--- config.mk ---
export PLATFORM = sky130hd
export DESIGN_NAME = avi_movi_chunk_indexer_unit
export DESIGN_NICKNAME = d
export VERILOG_FILES = /design/src/rtl/amci_pkg.sv /design/src/rtl/amci_front.sv /design/src/rtl/amci_evt_q.sv /design/src/rtl/amci_back.sv /design/src/rtl/avi_movi_chunk_indexer_unit.sv
export SDC_FILE = /design/constraint.sdc
export NUM_CORES = 1
export LEC_CHECK = 0
export BUFFER_PORTS_ARGS = -buffer_cell sky130_fd_sc_hd__buf_4
export CELL_PAD_IN_SITES_DETAIL_PLACEMENT = 0
export CELL_PAD_IN_SITES_GLOBAL_PLACEMENT = 2
export CORE_UTILIZATION = 43
export CTS_BUF_LIST = sky130_fd_sc_hd__clkbuf_4 sky130_fd_sc_hd__clkbuf_8 sky130_fd_sc_hd__clkbuf_16
export DETAILED_ROUTE_END_ITERATION = 7
export PLACE_DENSITY_LB_ADDON = 0.2
export SLEW_MARGIN = 20
export SYNTH_ARGS = -nofsm -noshare
export SYNTH_HDL_FRONTEND = slang
export SYNTH_SLANG_ARGS = --single-unit
--- constraint.sdc ---
create_clock -name i_clk -period 12.1 [get_ports i_clk]
set_input_delay 0.605 -clock i_clk [delete_from_list [all_inputs] [get_ports i_clk]]
set_output_delay 0.605 -clock i_clk [all_outputs]
set_load 0.02 [all_outputs]
--- src/rtl/amci_pkg.sv ---
// ----------------------------------------------------------------------------
// amci_pkg
// types, constants and helpers shared by the movi chunk indexer modules
// ----------------------------------------------------------------------------
package amci_pkg;

    // default width of the running byte offset
    localparam int POS_WIDTH_DEF = 32;

    // depth of the event queue between parser and entry builder
    localparam int EVT_DEPTH = 4;

    // configuration reset values
    localparam logic [31:0] LIST_START_RST   = 32'd0;
    localparam logic [6:0]  VIDEO_STREAM_RST = 7'd0;
    localparam logic [6:0]  AUDIO_STREAM_RST = 7'd99;

    // tag and character constants
    localparam logic [31:0] TAG_LIST  = 32'h5453_494C;
    localparam logic [7:0]  CH_LO_D   = 8'h64;
    localparam logic [7:0]  CH_LO_B   = 8'h62;
    localparam logic [7:0]  CH_UP_B   = 8'h42;
    localparam logic [7:0]  CH_LO_C   = 8'h63;
    localparam logic [7:0]  CH_UP_C   = 8'h43;
    localparam logic [7:0]  CH_LO_W   = 8'h77;
    localparam logic [7:0]  CH_ZERO   = 8'h30;
    localparam logic [2:0]  HDR_LAST  = 3'd7;
    localparam logic [32:0] LIST_SKIP = 33'd4;

    // configuration register indexes
    typedef enum logic [1:0] {
        CFG_LIST_START   = 2'd0,
        CFG_VIDEO_STREAM = 2'd1,
        CFG_AUDIO_STREAM = 2'd2
    } t_cfg_idx;

    // entry kinds
    typedef enum logic {
        KIND_VIDEO = 1'b0,
        KIND_AUDIO = 1'b1
    } t_kind;

    // recognized chunk handed from parser to entry builder
    typedef struct packed {
        t_kind       kind;
        logic        clr;
        logic [31:0] tag;
        logic [31:0] size;
    } t_evt;

    // tens digit character of a stream number, n / 10 by reciprocal
    function automatic logic [7:0] tens_char(input logic [6:0] n);
        logic [17:0] prod;
        prod = 18'(n) * 18'd205;
        return CH_ZERO + 8'(prod >> 11);
    endfunction

    // ones digit character of a stream number
    function automatic logic [7:0] ones_char(input logic [6:0] n);
        logic [17:0] prod;
        logic [6:0]  q;
        logic [6:0]  rem;
        prod = 18'(n) * 18'd205;
        q    = 7'(prod >> 11);
        rem  = 7'(n - 7'(q * 7'd10));
        return CH_ZERO + 8'(rem);
    endfunction

endpackage

--- src/rtl/amci_front.sv ---
// ----------------------------------------------------------------------------
// amci_front
// byte parser: gathers chunk headers, skips payloads, classifies tags
// ----------------------------------------------------------------------------
module amci_front #(
    parameter int POS_WIDTH = amci_pkg::POS_WIDTH_DEF
) (
    input  logic                 i_clk,
    input  logic                 i_rst_n,
    input  logic                 i_accept,
    input  logic [7:0]           i_data_byte,
    input  logic                 i_first,
    input  logic [6:0]           i_video_stream,
    input  logic [6:0]           i_audio_stream,
    output logic                 o_evt_push,
    output amci_pkg::t_evt       o_evt,
    output logic [POS_WIDTH-1:0] o_pos1
);
    import amci_pkg::*;

    logic [2:0]           r_fill;
    logic [2:0]           n_fill;
    logic [7:0]           r_hdr [0:6];
    logic [32:0]          r_skip;
    logic [32:0]          n_skip;
    logic [POS_WIDTH-1:0] r_off;
    logic [POS_WIDTH-1:0] n_off;
    logic                 r_clr_pend;

    logic [2:0]           fill_c;
    logic [32:0]          skip_c;
    logic [POS_WIDTH-1:0] off_c;
    logic                 skipping;
    logic                 hdr_done;
    logic [31:0]          tag;
    logic [31:0]          size;
    logic                 is_list;
    logic                 video_hit;
    logic                 audio_hit;

    // a first byte sees the parser as freshly cleared
    always_comb begin
        fill_c   = i_first ? 3'd0 : r_fill;
        skip_c   = i_first ? 33'd0 : r_skip;
        off_c    = i_first ? '0 : r_off;
        skipping = (skip_c != 33'd0);
        hdr_done = !skipping && (fill_c == HDR_LAST);
        tag      = {r_hdr[3], r_hdr[2], r_hdr[1], r_hdr[0]};
        size     = {i_data_byte, r_hdr[6], r_hdr[5], r_hdr[4]};
        n_off    = off_c + 1'b1;
    end

    // tag classification
    always_comb begin
        is_list   = (tag == TAG_LIST);
        video_hit = (tag[7:0] == tens_char(i_video_stream))
                 && (tag[15:8] == ones_char(i_video_stream))
                 && (tag[23:16] == CH_LO_D)
                 && ((tag[31:24] == CH_LO_B) || (tag[31:24] == CH_UP_B)
                  || (tag[31:24] == CH_LO_C) || (tag[31:24] == CH_UP_C));
        audio_hit = (tag[7:0] == tens_char(i_audio_stream))
                 && (tag[15:8] == ones_char(i_audio_stream))
                 && (tag[23:16] == CH_LO_W)
                 && (tag[31:24] == CH_LO_B);
    end

    // header fill and skip count
    always_comb begin
        n_fill = fill_c;
        n_skip = skip_c;
        if (skipping) begin
            n_skip = skip_c - 33'd1;
        end else if (hdr_done) begin
            n_fill = 3'd0;
            n_skip = is_list ? LIST_SKIP : ({1'b0, size} + 33'(size[0]));
        end else begin
            n_fill = fill_c + 3'd1;
        end
    end

    // event to the entry builder
    always_comb begin
        o_evt_push = i_accept && hdr_done && !is_list && (video_hit || audio_hit);
        o_evt.kind = video_hit ? KIND_VIDEO : KIND_AUDIO;
        o_evt.clr  = r_clr_pend || i_first;
        o_evt.tag  = tag;
        o_evt.size = size;
        o_pos1     = n_off;
    end

    // parser control state
    always_ff @(posedge i_clk) begin
        if (!i_rst_n) begin
            r_fill     <= 3'd0;
            r_skip     <= 33'd0;
            r_off      <= '0;
            r_clr_pend <= 1'b0;
        end else if (i_accept) begin
            r_fill     <= n_fill;
            r_skip     <= n_skip;
            r_off      <= n_off;
            r_clr_pend <= o_evt_push ? 1'b0 : (r_clr_pend || i_first);
        end
    end

    // header byte store
    always_ff @(posedge i_clk) begin
        if (i_accept && !skipping && !hdr_done) begin
            r_hdr[fill_c] <= i_data_byte;
        end
    end

endmodule

--- src/rtl/amci_evt_q.sv ---
// ----------------------------------------------------------------------------
// amci_evt_q
// small first-in first-out queue for recognized chunk events
// ----------------------------------------------------------------------------
module amci_evt_q #(
    parameter int WIDTH = 64,
    parameter int DEPTH = amci_pkg::EVT_DEPTH
) (
    input  logic             i_clk,
    input  logic             i_rst_n,
    input  logic             i_push,
    input  logic [WIDTH-1:0] i_wdata,
    input  logic             i_pop,
    output logic [WIDTH-1:0] o_rdata,
    output logic             o_full,
    output logic             o_empty
);
    import amci_pkg::*;

    localparam int PW = (DEPTH > 1) ? $clog2(DEPTH) : 1;
    localparam int CW = $clog2(DEPTH + 1);
    localparam logic [PW-1:0] PTR_LAST = PW'(DEPTH - 1);

    logic [WIDTH-1:0] r_mem [0:DEPTH-1];
    logic [PW-1:0]    r_wr;
    logic [PW-1:0]    r_rd;
    logic [CW-1:0]    r_cnt;
    logic             do_push;
    logic             do_pop;

    // queue status
    always_comb begin
        o_full  = (r_cnt == CW'(DEPTH));
        o_empty = (r_cnt == '0);
        do_push = i_push && !o_full;
        do_pop  = i_pop && !o_empty;
        o_rdata = r_mem[r_rd];
    end

    // pointers and count
    always_ff @(posedge i_clk) begin
        if (!i_rst_n) begin
            r_wr  <= '0;
            r_rd  <= '0;
            r_cnt <= '0;
        end else begin
            if (do_push) begin
                r_wr <= (r_wr == PTR_LAST) ? '0 : r_wr + 1'b1;
            end
            if (do_pop) begin
                r_rd <= (r_rd == PTR_LAST) ? '0 : r_rd + 1'b1;
            end
            if (do_push && !do_pop) begin
                r_cnt <= r_cnt + 1'b1;
            end else if (do_pop && !do_push) begin
                r_cnt <= r_cnt - 1'b1;
            end
        end
    end

    // entry storage
    always_ff @(posedge i_clk) begin
        if (do_push) begin
            r_mem[r_wr] <= i_wdata;
        end
    end

endmodule

--- src/rtl/amci_back.sv ---
// ----------------------------------------------------------------------------
// amci_back
// entry builder: numbers entries, sums audio bytes, holds the result beat
// ----------------------------------------------------------------------------
module amci_back #(
    parameter int POS_WIDTH = amci_pkg::POS_WIDTH_DEF
) (
    input  logic                 i_clk,
    input  logic                 i_rst_n,
    input  logic                 i_evt_valid,
    input  amci_pkg::t_evt       i_evt,
    input  logic [POS_WIDTH-1:0] i_pos1,
    input  logic [31:0]          i_list_start,
    input  logic                 i_pop,
    output logic                 o_evt_take,
    output logic                 o_empty,
    output logic                 o_stream_kind,
    output logic [31:0]          o_chunk_tag,
    output logic [31:0]          o_payload_pos,
    output logic [31:0]          o_chunk_length,
    output logic [31:0]          o_entry_number,
    output logic [31:0]          o_audio_bytes_before
);
    import amci_pkg::*;

    logic                 r_valid;
    logic [31:0]          r_video_cnt;
    logic [31:0]          r_audio_cnt;
    logic [31:0]          r_audio_total;
    logic [31:0]          video_c;
    logic [31:0]          audio_c;
    logic [31:0]          total_c;
    logic [POS_WIDTH-1:0] pos_sum;
    logic                 r_kind;
    logic [31:0]          r_tag;
    logic [31:0]          r_pos;
    logic [31:0]          r_len;
    logic [31:0]          r_num;
    logic [31:0]          r_before;

    // counters as this event sees them, cleared by a new scan
    always_comb begin
        o_evt_take = i_evt_valid && (!r_valid || i_pop);
        video_c    = i_evt.clr ? 32'd0 : r_video_cnt;
        audio_c    = i_evt.clr ? 32'd0 : r_audio_cnt;
        total_c    = i_evt.clr ? 32'd0 : r_audio_total;
        pos_sum    = POS_WIDTH'(i_list_start) + i_pos1;
    end

    // running counters
    always_ff @(posedge i_clk) begin
        if (!i_rst_n) begin
            r_video_cnt   <= 32'd0;
            r_audio_cnt   <= 32'd0;
            r_audio_total <= 32'd0;
        end else if (o_evt_take) begin
            if (i_evt.kind == KIND_VIDEO) begin
                r_video_cnt   <= video_c + 32'd1;
                r_audio_cnt   <= audio_c;
                r_audio_total <= total_c;
            end else begin
                r_video_cnt   <= video_c;
                r_audio_cnt   <= audio_c + 32'd1;
                r_audio_total <= total_c + i_evt.size;
            end
        end
    end

    // result beat valid
    always_ff @(posedge i_clk) begin
        if (!i_rst_n) begin
            r_valid <= 1'b0;
        end else if (o_evt_take) begin
            r_valid <= 1'b1;
        end else if (i_pop) begin
            r_valid <= 1'b0;
        end
    end

    // result beat payload
    always_ff @(posedge i_clk) begin
        if (o_evt_take) begin
            r_kind   <= i_evt.kind;
            r_tag    <= i_evt.tag;
            r_pos    <= 32'(pos_sum);
            r_len    <= i_evt.size;
            r_num    <= (i_evt.kind == KIND_VIDEO) ? video_c : audio_c;
            r_before <= total_c;
        end
    end

    assign o_empty              = !r_valid;
    assign o_stream_kind        = r_kind;
    assign o_chunk_tag          = r_tag;
    assign o_payload_pos        = r_pos;
    assign o_chunk_length       = r_len;
    assign o_entry_number       = r_num;
    assign o_audio_bytes_before = r_before;

endmodule

--- src/rtl/avi_movi_chunk_indexer_unit.sv ---
// ----------------------------------------------------------------------------
// avi_movi_chunk_indexer_unit
// scans movi list bytes and emits one index entry per selected video or audio chunk
// ----------------------------------------------------------------------------
//  channel   handshake        payload
//  -------   --------------   ------------------------------------------------
//  input     push / full      i_data_byte, i_first
//  result    empty / pop      o_stream_kind, o_chunk_tag, o_payload_pos,
//                             o_chunk_length, o_entry_number,
//                             o_audio_bytes_before
//  config    i_cfg_we         i_cfg_idx, i_cfg_data
//
//  one byte per clock while full is low; the edge that takes a header's last
//  byte writes the event queue; the result register loads from its head when free
//  the event queue (four deep) and the result register decouple the parser
//  from the result side; full rises only when the event queue is full
//  synchronous active-low reset clears parser and counters and resets configuration
// ----------------------------------------------------------------------------
module avi_movi_chunk_indexer_unit #(
    parameter int POS_WIDTH = amci_pkg::POS_WIDTH_DEF
) (
    input  logic        i_clk,
    input  logic        i_rst_n,
    // input queue side
    input  logic        push,
    output logic        full,
    input  logic [7:0]  i_data_byte,
    input  logic        i_first,
    // result queue side
    output logic        empty,
    input  logic        pop,
    output logic        o_stream_kind,
    output logic [31:0] o_chunk_tag,
    output logic [31:0] o_payload_pos,
    output logic [31:0] o_chunk_length,
    output logic [31:0] o_entry_number,
    output logic [31:0] o_audio_bytes_before,
    // configuration writes
    input  logic        i_cfg_we,
    input  logic [1:0]  i_cfg_idx,
    input  logic [31:0] i_cfg_data
);
    import amci_pkg::*;

    localparam int EVT_W = $bits(t_evt);
    localparam int Q_W   = EVT_W + POS_WIDTH;

    logic [31:0]          r_list_start;
    logic [6:0]           r_video_stream;
    logic [6:0]           r_audio_stream;

    logic                 in_accept;
    logic                 evt_push;
    t_evt                 evt_in;
    logic [POS_WIDTH-1:0] pos1_in;
    logic [Q_W-1:0]       q_rdata;
    logic                 q_empty;
    logic                 evt_take;
    t_evt                 evt_out;
    logic [POS_WIDTH-1:0] pos1_out;

    // configuration registers
    always_ff @(posedge i_clk) begin
        if (!i_rst_n) begin
            r_list_start   <= LIST_START_RST;
            r_video_stream <= VIDEO_STREAM_RST;
            r_audio_stream <= AUDIO_STREAM_RST;
        end else if (i_cfg_we) begin
            case (i_cfg_idx)
                CFG_LIST_START:   r_list_start   <= i_cfg_data;
                CFG_VIDEO_STREAM: r_video_stream <= i_cfg_data[6:0];
                CFG_AUDIO_STREAM: r_audio_stream <= i_cfg_data[6:0];
                default: ;
            endcase
        end
    end

    assign in_accept = push && !full;

    // byte parser
    amci_front #(
        .POS_WIDTH (POS_WIDTH)
    ) u_front (
        .i_clk          (i_clk),
        .i_rst_n        (i_rst_n),
        .i_accept       (in_accept),
        .i_data_byte    (i_data_byte),
        .i_first        (i_first),
        .i_video_stream (r_video_stream),
        .i_audio_stream (r_audio_stream),
        .o_evt_push     (evt_push),
        .o_evt          (evt_in),
        .o_pos1         (pos1_in)
    );

    // event queue
    amci_evt_q #(
        .WIDTH (Q_W),
        .DEPTH (EVT_DEPTH)
    ) u_evt_q (
        .i_clk   (i_clk),
        .i_rst_n (i_rst_n),
        .i_push  (evt_push),
        .i_wdata ({pos1_in, evt_in}),
        .i_pop   (evt_take),
        .o_rdata (q_rdata),
        .o_full  (full),
        .o_empty (q_empty)
    );

    assign evt_out  = t_evt'(q_rdata[EVT_W-1:0]);
    assign pos1_out = q_rdata[Q_W-1:EVT_W];

    // entry builder
    amci_back #(
        .POS_WIDTH (POS_WIDTH)
    ) u_back (
        .i_clk                (i_clk),
        .i_rst_n              (i_rst_n),
        .i_evt_valid          (!q_empty),
        .i_evt                (evt_out),
        .i_pos1               (pos1_out),
        .i_list_start         (r_list_start),
        .i_pop                (pop),
        .o_evt_take           (evt_take),
        .o_empty              (empty),
        .o_stream_kind        (o_stream_kind),
        .o_chunk_tag          (o_chunk_tag),
        .o_payload_pos        (o_payload_pos),
        .o_chunk_length       (o_chunk_length),
        .o_entry_number       (o_entry_number),
        .o_audio_bytes_before (o_audio_bytes_before)
    );

endmodule

==> metrics.txt, run 1 <==
# TYPE chip_impl_metric gauge
chip_impl_metric{name="top_level_ports",unit=""} 211
chip_impl_info{name="result_of_the_run",value="finished, final reports clean"} 1
chip_impl_metric{name="final_worst_path_period_share",unit=""} 0.782
chip_impl_metric{name="synthArstFlopShare",unit=""} 0
chip_impl_info{name="synth_top_family_by_area",value="simple AND/OR/NAND/NOR gates"} 1
chip_impl_metric{name="ys_warn_count",unit=""} 0
chip_impl_metric{name="met3RoutedLength",unit="um"} 4040
chip_impl_metric{name="largest_register_ff_count",unit=""} 392
chip_impl_metric{name="grt_pass1_vias",unit=""} 24400
chip_impl_metric{name="die_area",unit="um2"} 90000
chip_impl_metric{name="worst-path-max-fanout",unit=""} 55
chip_impl_metric{name="yosys.area_share.simple",unit=""} 0.119
chip_impl_metric{name="routedLengthMet1",unit="um"} 41100
chip_impl_metric{name="maximum_number_of_pins_on_one_net_before_global_route_repair",unit=""} 75
chip_impl_metric{name="xor_xnor_cell_area_share_of_the_yosys_netlist",unit=""} 0.0465
chip_impl_metric{name="fin_nets",unit=""} 3469
chip_impl_metric{name="achievable-frequency",unit="MHz"} 106
chip_impl_metric{name="cts_setup_buffers",unit=""} 0
chip_impl_metric{name="power_per_cell_area",unit="nW/um2"} 207
chip_impl_metric{name="synth_edf_count",unit=""} 609
chip_impl_metric{name="slew_headroom",unit=""} 0.284
chip_impl_metric{name="post_synth_inst_count",unit=""} 3031
chip_impl_metric{name="synthesis.nets",unit=""} 3262
chip_impl_metric{name="final_period_minus_worst_setup_slack",unit="ns"} 9.46
chip_impl_metric{name="pwr-share-comb",unit=""} 0.286
chip_impl_metric{name="crit_required",unit="ns"} 12.34
chip_impl_info{name="worst_setup_path_end_kind",value="flip-flop"} 1
chip_impl_metric{name="tns",unit="ns"} 0
chip_impl_metric{name="synth.area.mux_share",unit=""} 0.0711
chip_impl_metric{name="switching_power_total",unit="mW"} 2.93
chip_impl_metric{name="power_switching_share",unit=""} 0.321
chip_impl_metric{name="syn-cell-area",unit="um2"} 38200
chip_impl_metric{name="core.rowCount",unit=""} 108
chip_impl_metric{name="synth.lib_cells_used.distinct",unit=""} 96
chip_impl_metric{name="design.core.area",unit="um2"} 87300
chip_impl_metric{name="synthesis.area_per_instance",unit="um2"} 12.6
chip_impl_metric{name="grtUsageTotal",unit=""} 0.202
chip_impl_metric{name="numClockSinks",unit=""} 830
chip_impl_info{name="cp-start-kind",value="flip-flop"} 1
chip_impl_metric{name="setup-violations-final",unit=""} 0
chip_impl_metric{name="maxSlewViolCount",unit=""} 0
chip_impl_info{name="top_layer_used",value="met4"} 1
chip_impl_metric{name="power_frac_clock",unit=""} 0.305
chip_impl_metric{name="drt-total-wl",unit="um"} 90800
chip_impl_metric{name="cts_max_path_buffers",unit=""} 3
chip_impl_info{name="cpMaxStageDelayCell",value="and2_4"} 1
chip_impl_metric{name="wl_met2",unit="um"} 44000
chip_impl_metric{name="p_seq_frac",unit=""} 0.409
chip_impl_metric{name="grt_overflow",unit=""} 0
chip_impl_metric{name="postLayoutCellArea",unit="um2"} 44000
chip_impl_info{name="worstSetupPathType",value="reg -> reg"} 1
chip_impl_metric{name="post_cts_hold_buffer_count",unit=""} 0
chip_impl_metric{name="power_report.internal_total",unit="mW"} 6.20
chip_impl_metric{name="synth_compound_gate_area_share",unit=""} 0.0810
chip_impl_info{name="reg_top3",value="u_evt_q.r_mem x392, u_front.r_hdr x56, u_front.r_skip x33"} 1
chip_impl_metric{name="postRouteAntennaNets",unit=""} 0
chip_impl_metric{name="die_x",unit="um"} 300
chip_impl_metric{name="antenna_cells",unit=""} 0
chip_impl_metric{name="last_weighted_congestion_value_of_the_routability_driven_placer",unit=""} 0.821
chip_impl_metric{name="detailedRoute.firstPassIterationCount",unit=""} 6
chip_impl_metric{name="area.growth.synth_to_final",unit="%"} 15.3
chip_impl_info{name="top_register",value="u_evt_q.r_mem"} 1
chip_impl_metric{name="cts_resized",unit=""} 0
chip_impl_metric{name="final.setup_skew",unit="ns"} 0.0345
chip_impl_metric{name="vias_per_cell",unit=""} 5.46
chip_impl_metric{name="hpwl",unit="um"} 59700
chip_impl_metric{name="worst_slew_pin_slew",unit="ns"} 1.07
chip_impl_metric{name="cts-htree-levels",unit=""} 3
chip_impl_metric{name="floorplan.initialDensity",unit=""} 0.437
chip_impl_metric{name="num-fill-cells",unit=""} 7601
chip_impl_metric{name="ir_drop",unit="uV"} 146
chip_impl_metric{name="synth-seq-cells",unit=""} 830
chip_impl_metric{name="drc",unit=""} 0
chip_impl_metric{name="vias",unit=""} 24400
chip_impl_metric{name="area_share_of_fa_ha_maj_cells_after_synthesis",unit=""} 0.0645
chip_impl_info{name="clockRootBuffer",value="clkbuf_16"} 1
chip_impl_metric{name="initialDrtViolationCount",unit=""} 1504
chip_impl_metric{name="detailedPlace.worstSlack",unit="ns"} 2.68
chip_impl_metric{name="critical_path.n_buffers_inverters",unit=""} 4
chip_impl_metric{name="timing_hold_violations_final",unit=""} 0
chip_impl_metric{name="synth_seq_area_share",unit=""} 0.595
chip_impl_metric{name="p_leak",unit="nW"} 16.1
chip_impl_metric{name="initial_antenna_violation_count",unit=""} 0
chip_impl_metric{name="dieHeight",unit="um"} 300
chip_impl_metric{name="clock_insertion_delay_worst_skew",unit="ns"} 0.64
chip_impl_metric{name="worst_ep_arrival_time",unit="ns"} 9.70
chip_impl_metric{name="detail_route.wl_per_cell",unit="um"} 20.4
chip_impl_metric{name="dpl-instance-area",unit="um2"} 41000
chip_impl_info{name="gate_family_responsible_for_the_most_delay_along_the_worst_path",value="adder cells"} 1
chip_impl_metric{name="cts_made_buffers",unit=""} 89
chip_impl_metric{name="slowest_delay",unit="ns"} 0.79
chip_impl_metric{name="grt_pass1_wl",unit="um"} 141000
chip_impl_metric{name="clkTransAtPathRegs",unit="ns"} 0.06
chip_impl_metric{name="final_layout_size_suffix_gt1_frac",unit=""} 0.160
chip_impl_info{name="synth-main-ff-cell",value="edfxtp_1"} 1
chip_impl_info{name="grt_setup_unrepaired",value="false"} 1
chip_impl_info{name="clock_tree_from_tritoncts",value="done"} 1
chip_impl_metric{name="final_critical_path_setup_slack",unit="ns"} 2.64
chip_impl_metric{name="io_buffers",unit=""} 210
chip_impl_info{name="min-delay-path-class",value="in -> reg"} 1
chip_impl_metric{name="maxCapViolCount",unit=""} 0
chip_impl_info{name="critical-path-top-cell-by-count",value="ha_1"} 1
-- metrics by stage --
stage,instances,hold slack [ns],total power [mW],util
finish,4463,0.219,9.13,0.504
global route,4463,0.197,9.59,0.504
CTS,4463,0.173,9.25,0.504
detailed placement,4302,0.434,6.43,0.469
global placement,4302,0.430,6.40,0.469
floorplan,3031,0.417,5.52,-
-- power by group through the flow --
| stage | logic [mW] | registers, mW | clock network, mW |
|---|---|---|---|
| floorplan | 1.41 | 4.11 | 0 |
| global placement | 2.61 | 3.78 | 0 |
| detailed placement | 2.64 | 3.79 | 0 |
| CTS | 2.65 | 3.74 | 2.86 |
| global route | 2.85 | 3.77 | 2.96 |
| finish | 2.61 | 3.73 | 2.78 |
-- area by class of cell --
type / count / area, um2 / area share
clock buffer: 111 / 2460 / 0.0560
clock inverter: 50 / 552 / 0.0125
inverter: 100 / 385 / 0.00876
multi-input combinational: 1978 / 14600 / 0.333
sequential: 830 / 22700 / 0.516
tap: 1155 / 1450 / 0.0328
timing repair buffer: 239 / 1800 / 0.0409
-- layer usage --
layer,track usage,vias to the layer above
met3,0.0283,121
li1,-,11600
met2,0.341,552
met1,0.275,12100
met5,0,-
met4,0.0474,0
-- logic make-up (layout without fill, tap and decap cells) --
logic type	Yosys count	in the layout
simple gates	958	958
flops	830	830
compound gates	494	494
buf+inv	223	500
xor+xnor	195	195
fa+ha+maj	183	183
mux	148	148
-- cells in the final DEF (no fill, tap or decap), types with 98 or more instances in the layout --
cell type  Yosys  final
xnor2_1      111    111
o21ai_0      101    100
inv_1         99     98
edfxtp_1     609    609
ha_1         160    160
nor2_1       284    284
nand2_1      308    308
dfxtp_1      221    219
buf_4          1    238
a21oi_1      161    161
-- synth_stat cells (56+ instances only) --
master	instances	area, um2
edfxtp_1	609	18300
nand2_1	308	1160
nor2_1	284	1070
dfxtp_1	221	4420
a21oi_1	161	806
ha_1	160	2000
xnor2_1	111	972
o21ai_0	101	505
inv_1	99	372
mux4_2	98	2210
clkbuf_1	94	353
nand3_1	80	400
xor2_1	79	692
nor2b_1	59	369
nor3_1	56	280
-- path summary, 6_finish.rpt --
kind / start / to / slack [ns] / depth (start not counted)
worst min-delay path: i_cfg_data[31] / r_list_start[31] / 0.22 / 3
worst max-delay path: r_video_stream[5] / u_evt_q.r_mem[3][43] / 2.64 / 30
worst max register to register: r_video_stream[5] / u_evt_q.r_mem[3][43] / 2.64 / 30
worst min register to register: u_back.r_audio_total[30] / u_back.r_audio_total[30] / 0.44 / 2
-- worst min-delay path: stages --
cell	delay, ns
buf_4	0.10
nand2_1	0.05
a21oi_1	0.05
Note: power is estimated with default switching activity, not from simulation.
==> inputs of run 2 (changes only) <==
--- a/config.mk
+++ b/config.mk
@@ -5,10 +5,11 @@
 export SDC_FILE = /design/constraint.sdc
 export NUM_CORES = 1
 export LEC_CHECK = 0
+export ABC_AREA = 1
 export BUFFER_PORTS_ARGS = -buffer_cell sky130_fd_sc_hd__buf_4
 export CELL_PAD_IN_SITES_DETAIL_PLACEMENT = 0
 export CELL_PAD_IN_SITES_GLOBAL_PLACEMENT = 2
-export CORE_UTILIZATION = 43
+export CORE_UTILIZATION = 36
 export CTS_BUF_LIST = sky130_fd_sc_hd__clkbuf_4 sky130_fd_sc_hd__clkbuf_8 sky130_fd_sc_hd__clkbuf_16
 export DETAILED_ROUTE_END_ITERATION = 7
 export PLACE_DENSITY_LB_ADDON = 0.2
==> constraint.sdc (replaced) <==
create_clock -name i_clk -period 8.7 [get_ports i_clk]
set_input_delay 0.435 -clock i_clk [delete_from_list [all_inputs] [get_ports i_clk]]
set_output_delay 0.435 -clock i_clk [all_outputs]
set_load 0.02 [all_outputs]
==> run 2 against run 1 <==
Worst hold slack lost 0.15 ns; register-to-register slack got worse by 1.8 ns; synthesized area up 5.3%; largest cell class unchanged; sequential cell count did not move; synthesized cell count is 39% higher; worst setup slack lost 1.8 ns; first-iteration DRC count up 30%; cell count increased by 34%; count of clock-buffer cells in the layout up 21; clock skew down 0.014 ns.
==> metrics.txt, run 2 <==
# TYPE chip_impl_metric gauge
chip_impl_metric{name="finish.cell_count_without_fillers",unit=""} 5987
chip_impl_metric{name="drc",unit=""} 0
chip_impl_metric{name="dpl-instance-area",unit="um2"} 43500
chip_impl_info{name="most_frequent_standard_cell_in_the_layout_excluding_fill_and_tap_cells",value="nor2_1"} 1
chip_impl_metric{name="core.rowCount",unit=""} 122
chip_impl_metric{name="maxCapViolCount",unit=""} 0
chip_impl_metric{name="fin_nets",unit=""} 4653
chip_impl_metric{name="detailedPlace.worstSlack",unit="ns"} 0.701
chip_impl_metric{name="grt_overflow",unit=""} 0
chip_impl_metric{name="tns",unit="ns"} 0
chip_impl_metric{name="initial_antenna_violation_count",unit=""} 8
chip_impl_info{name="netlist.top_cell.by_area",value="edfxtp_1"} 1
chip_impl_metric{name="antenna_cells",unit=""} 0
chip_impl_metric{name="synthArstFlopShare",unit=""} 0
chip_impl_metric{name="largest_register_ff_count",unit=""} 392
chip_impl_metric{name="grtUsageTotal",unit=""} 0.201
chip_impl_info{name="min-delay-path-class",value="in -> reg"} 1
chip_impl_metric{name="synth_seq_area_share",unit=""} 0.565
chip_impl_metric{name="floorplan.initialDensity",unit=""} 0.363
chip_impl_metric{name="power_frac_clock",unit=""} 0.287
chip_impl_metric{name="worst_ep_arrival_time",unit="ns"} 8.49
chip_impl_info{name="result_of_the_run",value="finished, final reports clean"} 1
chip_impl_metric{name="vias_per_cell",unit=""} 4.98
chip_impl_info{name="cpMaxStageDelayCell",value="fa_1"} 1
chip_impl_metric{name="final_critical_path_setup_slack",unit="ns"} 0.801
chip_impl_info{name="layout.cells.most_common_list",value="662 x nor2_1, 609 x edfxtp_1, 568 x nand2_1"} 1
chip_impl_metric{name="synth-seq-cells",unit=""} 830
chip_impl_info{name="post-synth-top-count-cell",value="nor2_1"} 1
chip_impl_metric{name="cts_max_path_buffers",unit=""} 3
chip_impl_metric{name="final_worst_path_period_share",unit=""} 0.908
chip_impl_metric{name="area.growth.synth_to_final",unit="%"} 16.7
chip_impl_info{name="worstSetupPathType",value="reg -> reg"} 1
chip_impl_metric{name="hpwl",unit="um"} 76400
chip_impl_metric{name="power_per_cell_area",unit="nW/um2"} 304
chip_impl_metric{name="worst-path-max-fanout",unit=""} 7
chip_impl_metric{name="grt_pass1_wl",unit="um"} 174000
chip_impl_metric{name="worst_slew_pin_slew",unit="ns"} 1.13
chip_impl_metric{name="yosysTopAreaCellShare",unit=""} 0.455
chip_impl_info{name="synth-main-ff-cell",value="edfxtp_1"} 1
chip_impl_info{name="top_register",value="u_evt_q.r_mem"} 1
chip_impl_metric{name="clkTransAtPathRegs",unit="ns"} 0.06
chip_impl_metric{name="pwr-share-comb",unit=""} 0.344
chip_impl_metric{name="top_level_ports",unit=""} 211
chip_impl_metric{name="num-fill-cells",unit=""} 10800
chip_impl_metric{name="achievable-frequency",unit="MHz"} 127
chip_impl_metric{name="cts_setup_buffers",unit=""} 0
chip_impl_metric{name="clock_insertion_delay_worst_skew",unit="ns"} 0.67
chip_impl_metric{name="timing_hold_violations_final",unit=""} 0
chip_impl_metric{name="crit_required",unit="ns"} 9.29
chip_impl_metric{name="maxSlewViolCount",unit=""} 0
chip_impl_metric{name="syn-cell-area",unit="um2"} 40200
chip_impl_metric{name="io_buffers",unit=""} 210
chip_impl_metric{name="power_report.internal_total",unit="mW"} 9.02
chip_impl_metric{name="detailedRoute.firstPassIterationCount",unit=""} 7
chip_impl_metric{name="post_synth_inst_count",unit=""} 4213
chip_impl_info{name="clockRootBuffer",value="clkbuf_16"} 1
chip_impl_metric{name="synthesis.area_per_instance",unit="um2"} 9.54
chip_impl_info{name="synth_common_cells",value="667 x nor2_1, 609 x edfxtp_1, 569 x nand2_1"} 1
chip_impl_metric{name="grt_pass1_vias",unit=""} 29100
chip_impl_metric{name="initialDrtViolationCount",unit=""} 1949
chip_impl_metric{name="multi_input_comb_area",unit="um2"} 15300
chip_impl_metric{name="ir_drop",unit="uV"} 169
chip_impl_metric{name="detail_route.wl_per_cell",unit="um"} 19.1
chip_impl_metric{name="power_switching_share",unit=""} 0.366
chip_impl_metric{name="vias",unit=""} 29800
chip_impl_info{name="cp-start-kind",value="flip-flop"} 1
chip_impl_metric{name="synth_edf_count",unit=""} 609
chip_impl_metric{name="final_layout_size_suffix_gt1_frac",unit=""} 0.111
chip_impl_metric{name="switching_power_total",unit="mW"} 5.22
chip_impl_metric{name="cts-htree-levels",unit=""} 3
chip_impl_metric{name="setup-violations-final",unit=""} 0
chip_impl_metric{name="last_weighted_congestion_value_of_the_routability_driven_placer",unit=""} 0.825
chip_impl_info{name="reg_top3",value="u_evt_q.r_mem x392, u_front.r_hdr x56, u_front.r_skip x33"} 1
chip_impl_metric{name="synth.lib_cells_used.distinct",unit=""} 57
chip_impl_info{name="critical-path-top-cell-by-count",value="ha_1"} 1
chip_impl_metric{name="place.detailed.instances",unit=""} 5792
chip_impl_metric{name="die_area",unit="um2"} 113000
chip_impl_metric{name="postLayoutCellArea",unit="um2"} 46900
chip_impl_info{name="clock_tree_from_tritoncts",value="done"} 1
chip_impl_metric{name="p_leak",unit="nW"} 18.1
chip_impl_metric{name="slowest_delay",unit="ns"} 0.50
chip_impl_metric{name="cts_made_buffers",unit=""} 92
chip_impl_metric{name="final.setup_skew",unit="ns"} 0.0202
chip_impl_metric{name="synthesis.nets",unit=""} 4444
chip_impl_metric{name="final_period_minus_worst_setup_slack",unit="ns"} 7.90
chip_impl_metric{name="die_x",unit="um"} 336
chip_impl_metric{name="maximum_number_of_pins_on_one_net_before_global_route_repair",unit=""} 89
chip_impl_metric{name="final-seq-area",unit="um2"} 22700
chip_impl_metric{name="slew_headroom",unit=""} 0.239
chip_impl_metric{name="numClockSinks",unit=""} 830
chip_impl_info{name="grt_setup_unrepaired",value="false"} 1
chip_impl_metric{name="postRouteAntennaNets",unit=""} 0
chip_impl_info{name="worst_setup_path_end_kind",value="flip-flop"} 1
chip_impl_metric{name="design.core.area",unit="um2"} 111000
chip_impl_metric{name="drt-total-wl",unit="um"} 114000
chip_impl_info{name="leading_post_synthesis_cells_by_cell_area",value="edfxtp_1 45%, dfxtp_1 11%, nor2_1 6.2%, nand2_1 5.3%, ha_1 5.0%"} 1
chip_impl_metric{name="p_seq_frac",unit=""} 0.370
chip_impl_metric{name="dieHeight",unit="um"} 336
chip_impl_metric{name="ys_warn_count",unit=""} 0
-- run 2: changes by cell type after synthesis, moves of 38 or more --
cell,before,now
nor2_1,284,667
inv_1,99,434
o21ai_0,101,396
nand2_1,308,569
o22ai_1,2,107
mux4_2,98,0
a21oi_1,161,233
nand3_1,80,151
xnor2_1,111,40
nor2b_1,59,0
mux2i_1,45,0
nand4_1,21,59
-- run 2: final cells by class --
cell class / count / share of cell area
clock buffers: 132 / 0.0576
multi-input cells: 2784 / 0.326
clock inverters: 39 / 0.0105
inverters: 442 / 0.0357
well taps: 1488 / 0.0397
repair buffers: 272 / 0.0464
flip-flops and latches: 830 / 0.484
-- run 2: logic make-up after synthesis --
group	count (synthesis)	share of synthesized area
AND/OR/NAND/NOR	1632	0.173
flip-flops	830	0.565
AO/OA/AOI/OAI	823	0.111
buffers and inverters	599	0.0574
adder cells (fa/ha/maj)	183	0.0612
XOR/XNOR	146	0.0321
-- run 2: final timing paths --
check                                               from                  endpoint  slack, ns  cells past startpoint
worst max-delay path                   r_video_stream[4]          u_evt_q.r_cnt[2]       0.80                     42
worst min register to register  u_back.r_audio_total[18]  u_back.r_audio_total[18]       0.46                      2
worst max register to register         r_video_stream[4]          u_evt_q.r_cnt[2]       0.80                     42
worst min-delay path                      i_cfg_data[31]          r_list_start[31]       0.07                      3
-- run 2: power by group through the flow --
| stage | clock network [mW] | logic, mW | registers, mW |
|---|---|---|---|
| final | 4.08 | 4.89 | 5.27 |
| after global routing | 4.34 | 5.44 | 5.33 |
| after CTS | 4.20 | 4.97 | 5.28 |
| after detailed placement | 0 | 4.95 | 5.36 |
| after global placement | 0 | 4.95 | 5.35 |
| after floorplan | 0 | 2.73 | 5.83 |
-- run 2: timing repair --
item	4_1_cts	5_1_grt
gates resized for setup	0	1
hold endpoints to repair	24	0
setup endpoints to repair	0	1
hold buffers	24	0
-- run 2: critical path: cells and delay by family, from the launching register on --
| kind | cells | cell delay (ns) |
|---|---|---|
| adders and majority gates | 12 | 4.01 |
| AOI/OAI and AO/OA | 4 | 0.73 |
| and+or+nand+nor | 17 | 1.95 |
| xor gates and xnor gates | 2 | 0.33 |
| DFF | 1 | 0.39 |
| buffers and inverters | 7 | 0.44 |
-- run 2: metrics by stage --
step	hold slack, ns	power (mW)	util
5_1_grt	0.0497	15.1	0.424
2_1_floorplan	0.445	8.56	-
6_report	0.0651	14.2	0.424
3_5_place_dp	0.456	10.3	0.393
3_3_place_gp	0.451	10.3	0.393
4_1_cts	0.0206	14.4	0.424
-- run 2: per-layer routing --
metal | GRT usage | vias up | share of wire
met1 | 0.276 | 14200 | 0.46
met3 | 0.0279 | 123 | 0.047
met2 | 0.331 | 593 | 0.47
met4 | 0.0535 | 4 | 0.020
met5 | 0 | - | 0.00024
li1 | - | 14900 | -
==> inputs of run 3 (changes only) <==
--- a/config.mk
+++ b/config.mk
@@ -12,7 +12,7 @@
 export CORE_UTILIZATION = 36
 export CTS_BUF_LIST = sky130_fd_sc_hd__clkbuf_4 sky130_fd_sc_hd__clkbuf_8 sky130_fd_sc_hd__clkbuf_16
 export DETAILED_ROUTE_END_ITERATION = 7
-export PLACE_DENSITY_LB_ADDON = 0.2
+export PLACE_DENSITY_LB_ADDON = 0.1
 export SLEW_MARGIN = 20
 export SYNTH_ARGS = -nofsm -noshare
 export SYNTH_HDL_FRONTEND = slang
==> run 3 against run 2 <==
Combinational power about the same; global-route usage increased by 0.23 points; largest power group unchanged; clock power increased by 1%; register-to-register slack improved by 0.07 ns; first-iteration DRC count decreased by 10%; die area unchanged; critical path depth increased by 2; non-clock buffer count unchanged; routed wire length increased by 0.81%; count of clock-buffer cells in the layout decreased by 15; highest routed layer unchanged.
==> metrics.txt, run 3 (same netlist as run 2, synthesis figures left out) <==
# TYPE chip_impl_metric gauge
chip_impl_metric{name="final_period_minus_worst_setup_slack",unit="ns"} 7.83
chip_impl_metric{name="core.rowCount",unit=""} 122
chip_impl_metric{name="maxSlewViolCount",unit=""} 0
chip_impl_info{name="worstSetupPathType",value="reg -> reg"} 1
chip_impl_metric{name="worst-path-max-fanout",unit=""} 7
chip_impl_info{name="min-delay-path-class",value="in -> reg"} 1
chip_impl_info{name="cpMaxStageDelayCell",value="fa_1"} 1
chip_impl_metric{name="crit_required",unit="ns"} 9.29
chip_impl_metric{name="worst_ep_arrival_time",unit="ns"} 8.42
chip_impl_metric{name="cts_max_path_buffers",unit=""} 3
chip_impl_metric{name="grtUsageTotal",unit=""} 0.203
chip_impl_info{name="layout.cells.most_common_list",value="662 x nor2_1, 609 x edfxtp_1, 568 x nand2_1"} 1
chip_impl_metric{name="initialDrtViolationCount",unit=""} 1754
chip_impl_info{name="cp-start-kind",value="flip-flop"} 1
chip_impl_metric{name="final_core_utilization",unit=""} 0.425
chip_impl_metric{name="dieHeight",unit="um"} 336
chip_impl_metric{name="largest_register_ff_count",unit=""} 392
chip_impl_metric{name="drt-total-wl",unit="um"} 115000
chip_impl_metric{name="die_x",unit="um"} 336
chip_impl_metric{name="detailedRoute.firstPassIterationCount",unit=""} 5
chip_impl_metric{name="num-fill-cells",unit=""} 10800
chip_impl_metric{name="grt_pass1_wl",unit="um"} 176000
chip_impl_metric{name="area.growth.synth_to_final",unit="%"} 16.8
chip_impl_metric{name="slowest_delay",unit="ns"} 0.50
chip_impl_metric{name="achievable-frequency",unit="MHz"} 128
chip_impl_metric{name="slew_headroom",unit=""} 0.284
chip_impl_metric{name="die_area",unit="um2"} 113000
chip_impl_metric{name="final.setup_skew",unit="ns"} 0.0296
chip_impl_metric{name="vias",unit=""} 29600
chip_impl_metric{name="cts_made_buffers",unit=""} 93
chip_impl_metric{name="postRouteAntennaNets",unit=""} 0
chip_impl_metric{name="worst_slew_pin_slew",unit="ns"} 1.06
chip_impl_metric{name="final_layout_size_suffix_gt1_frac",unit=""} 0.110
chip_impl_metric{name="timing_hold_violations_final",unit=""} 0
chip_impl_info{name="top_register",value="u_evt_q.r_mem"} 1
chip_impl_metric{name="drc",unit=""} 0
chip_impl_info{name="worst_setup_path_end_kind",value="flip-flop"} 1
chip_impl_metric{name="ir_drop",unit="uV"} 242
chip_impl_metric{name="min_delay_path_depth",unit=""} 3
chip_impl_metric{name="maxCapViolCount",unit=""} 0
chip_impl_metric{name="dpl-instance-area",unit="um2"} 43500
chip_impl_info{name="clock_tree_from_tritoncts",value="done"} 1
chip_impl_metric{name="cts-htree-levels",unit=""} 3
chip_impl_metric{name="grt_pass1_vias",unit=""} 29400
chip_impl_info{name="clockRootBuffer",value="clkbuf_16"} 1
chip_impl_metric{name="tns",unit="ns"} 0
chip_impl_metric{name="final-seq-area",unit="um2"} 22700
chip_impl_metric{name="power_per_cell_area",unit="nW/um2"} 304
chip_impl_metric{name="initial_antenna_violation_count",unit=""} 9
chip_impl_metric{name="floorplan.initialDensity",unit=""} 0.363
chip_impl_metric{name="maximum_number_of_pins_on_one_net_before_global_route_repair",unit=""} 135
chip_impl_metric{name="postLayoutCellArea",unit="um2"} 47000
chip_impl_metric{name="hpwl",unit="um"} 76700
chip_impl_metric{name="detail_route.wl_per_cell",unit="um"} 19.2
chip_impl_metric{name="clkTransAtPathRegs",unit="ns"} 0.06
chip_impl_info{name="result_of_the_run",value="finished, final reports clean"} 1
chip_impl_metric{name="final_worst_path_period_share",unit=""} 0.900
chip_impl_metric{name="rr_worst_depth",unit=""} 44
chip_impl_info{name="grt_setup_unrepaired",value="false"} 1
chip_impl_metric{name="last_weighted_congestion_value_of_the_routability_driven_placer",unit=""} 0.812
chip_impl_metric{name="p_leak",unit="nW"} 18.1
chip_impl_info{name="most_frequent_standard_cell_in_the_layout_excluding_fill_and_tap_cells",value="nor2_1"} 1
chip_impl_metric{name="setup-violations-final",unit=""} 0
chip_impl_metric{name="design.core.area",unit="um2"} 111000
chip_impl_metric{name="vias_per_cell",unit=""} 4.95
chip_impl_metric{name="io_buffers",unit=""} 210
chip_impl_metric{name="top_level_ports",unit=""} 211
chip_impl_info{name="reg_top3",value="u_evt_q.r_mem x392, u_front.r_hdr x56, u_front.r_skip x33"} 1
chip_impl_metric{name="clock_insertion_delay_worst_skew",unit="ns"} 0.68
chip_impl_metric{name="multi_input_comb_area",unit="um2"} 15300
chip_impl_metric{name="antenna_cells",unit=""} 0
chip_impl_metric{name="grt_overflow",unit=""} 0
chip_impl_metric{name="numClockSinks",unit=""} 830
chip_impl_metric{name="fin_nets",unit=""} 4654
==> run 3: final cells by class <==
class,instances,area share
clock buffer,117,0.0552
inverter,442,0.0357
multi-input combinational,2784,0.326
tap,1488,0.0396
sequential,830,0.484
clock inverter,56,0.0135
timing repair buffer,272,0.0469
==> run 3: routing by layer <==
| metal | up-vias | GRT usage | routed length (um) |
|---|---|---|---|
| met1 | 14200 | 0.277 | 54200 |
| met3 | 141 | 0.0296 | 4600 |
| met2 | 481 | 0.339 | 54100 |
| met4 | 4 | 0.0484 | 2260 |
| li1 | 14900 | - | - |
| met5 | - | 0 | 20 |
==> run 3: final timing paths <==
kind / from / slack (ns) / to
worst min-delay path: i_cfg_data[0] / 0.15 / r_audio_stream[0]
worst max-delay path: r_video_stream[4] / 0.87 / u_evt_q.r_cnt[2]
worst min register to register: u_back.r_audio_total[6] / 0.46 / u_back.r_audio_total[6]
worst max register to register: r_video_stream[4] / 0.87 / u_evt_q.r_cnt[2]
==> run 3: worst max-delay path, delay by kind of cell (launching register included) <==
| kind | cells | cell delay [ns] |
|---|---|---|
| xor gates and xnor gates | 3 | 0.57 |
| AOI/OAI and AO/OA | 4 | 0.53 |
| buffers and inverters | 8 | 0.57 |
| and+or+nand+nor | 17 | 1.83 |
| DFF | 1 | 0.39 |
| adders and majority gates | 12 | 3.89 |
==> run 3: per-stage QoR <==
step                      instances  power, mW  setup slack [ns]  hold slack, ns
after CTS                      5989       14.5             0.716           0.100
after global routing           5989       15.2           0.00191           0.135
final                          5989       14.3             0.874           0.146
after floorplan                4213       8.56            -0.216           0.445
after global placement         5791       10.3             0.773           0.452
after detailed placement       5791       10.3             0.770           0.455
==> run 3: what timing repair did <==
| item | 4_1_cts | 5_1_grt |
|---|---|---|
| hold buffers | 25 | 0 |
| hold endpoints to repair | 25 | 0 |
| setup endpoints to repair | 0 | 1 |
| resized for setup | 0 | 1 |
| buffers inserted | 0 | 0 |
==> run 3: power breakdown <==
part	total (mW)	internal, mW	switching, mW
sequential	5.26	5.00	0.265
clock	4.12	2.45	1.67
combinational	4.90	1.57	3.33
total	14.3	9.02	5.27
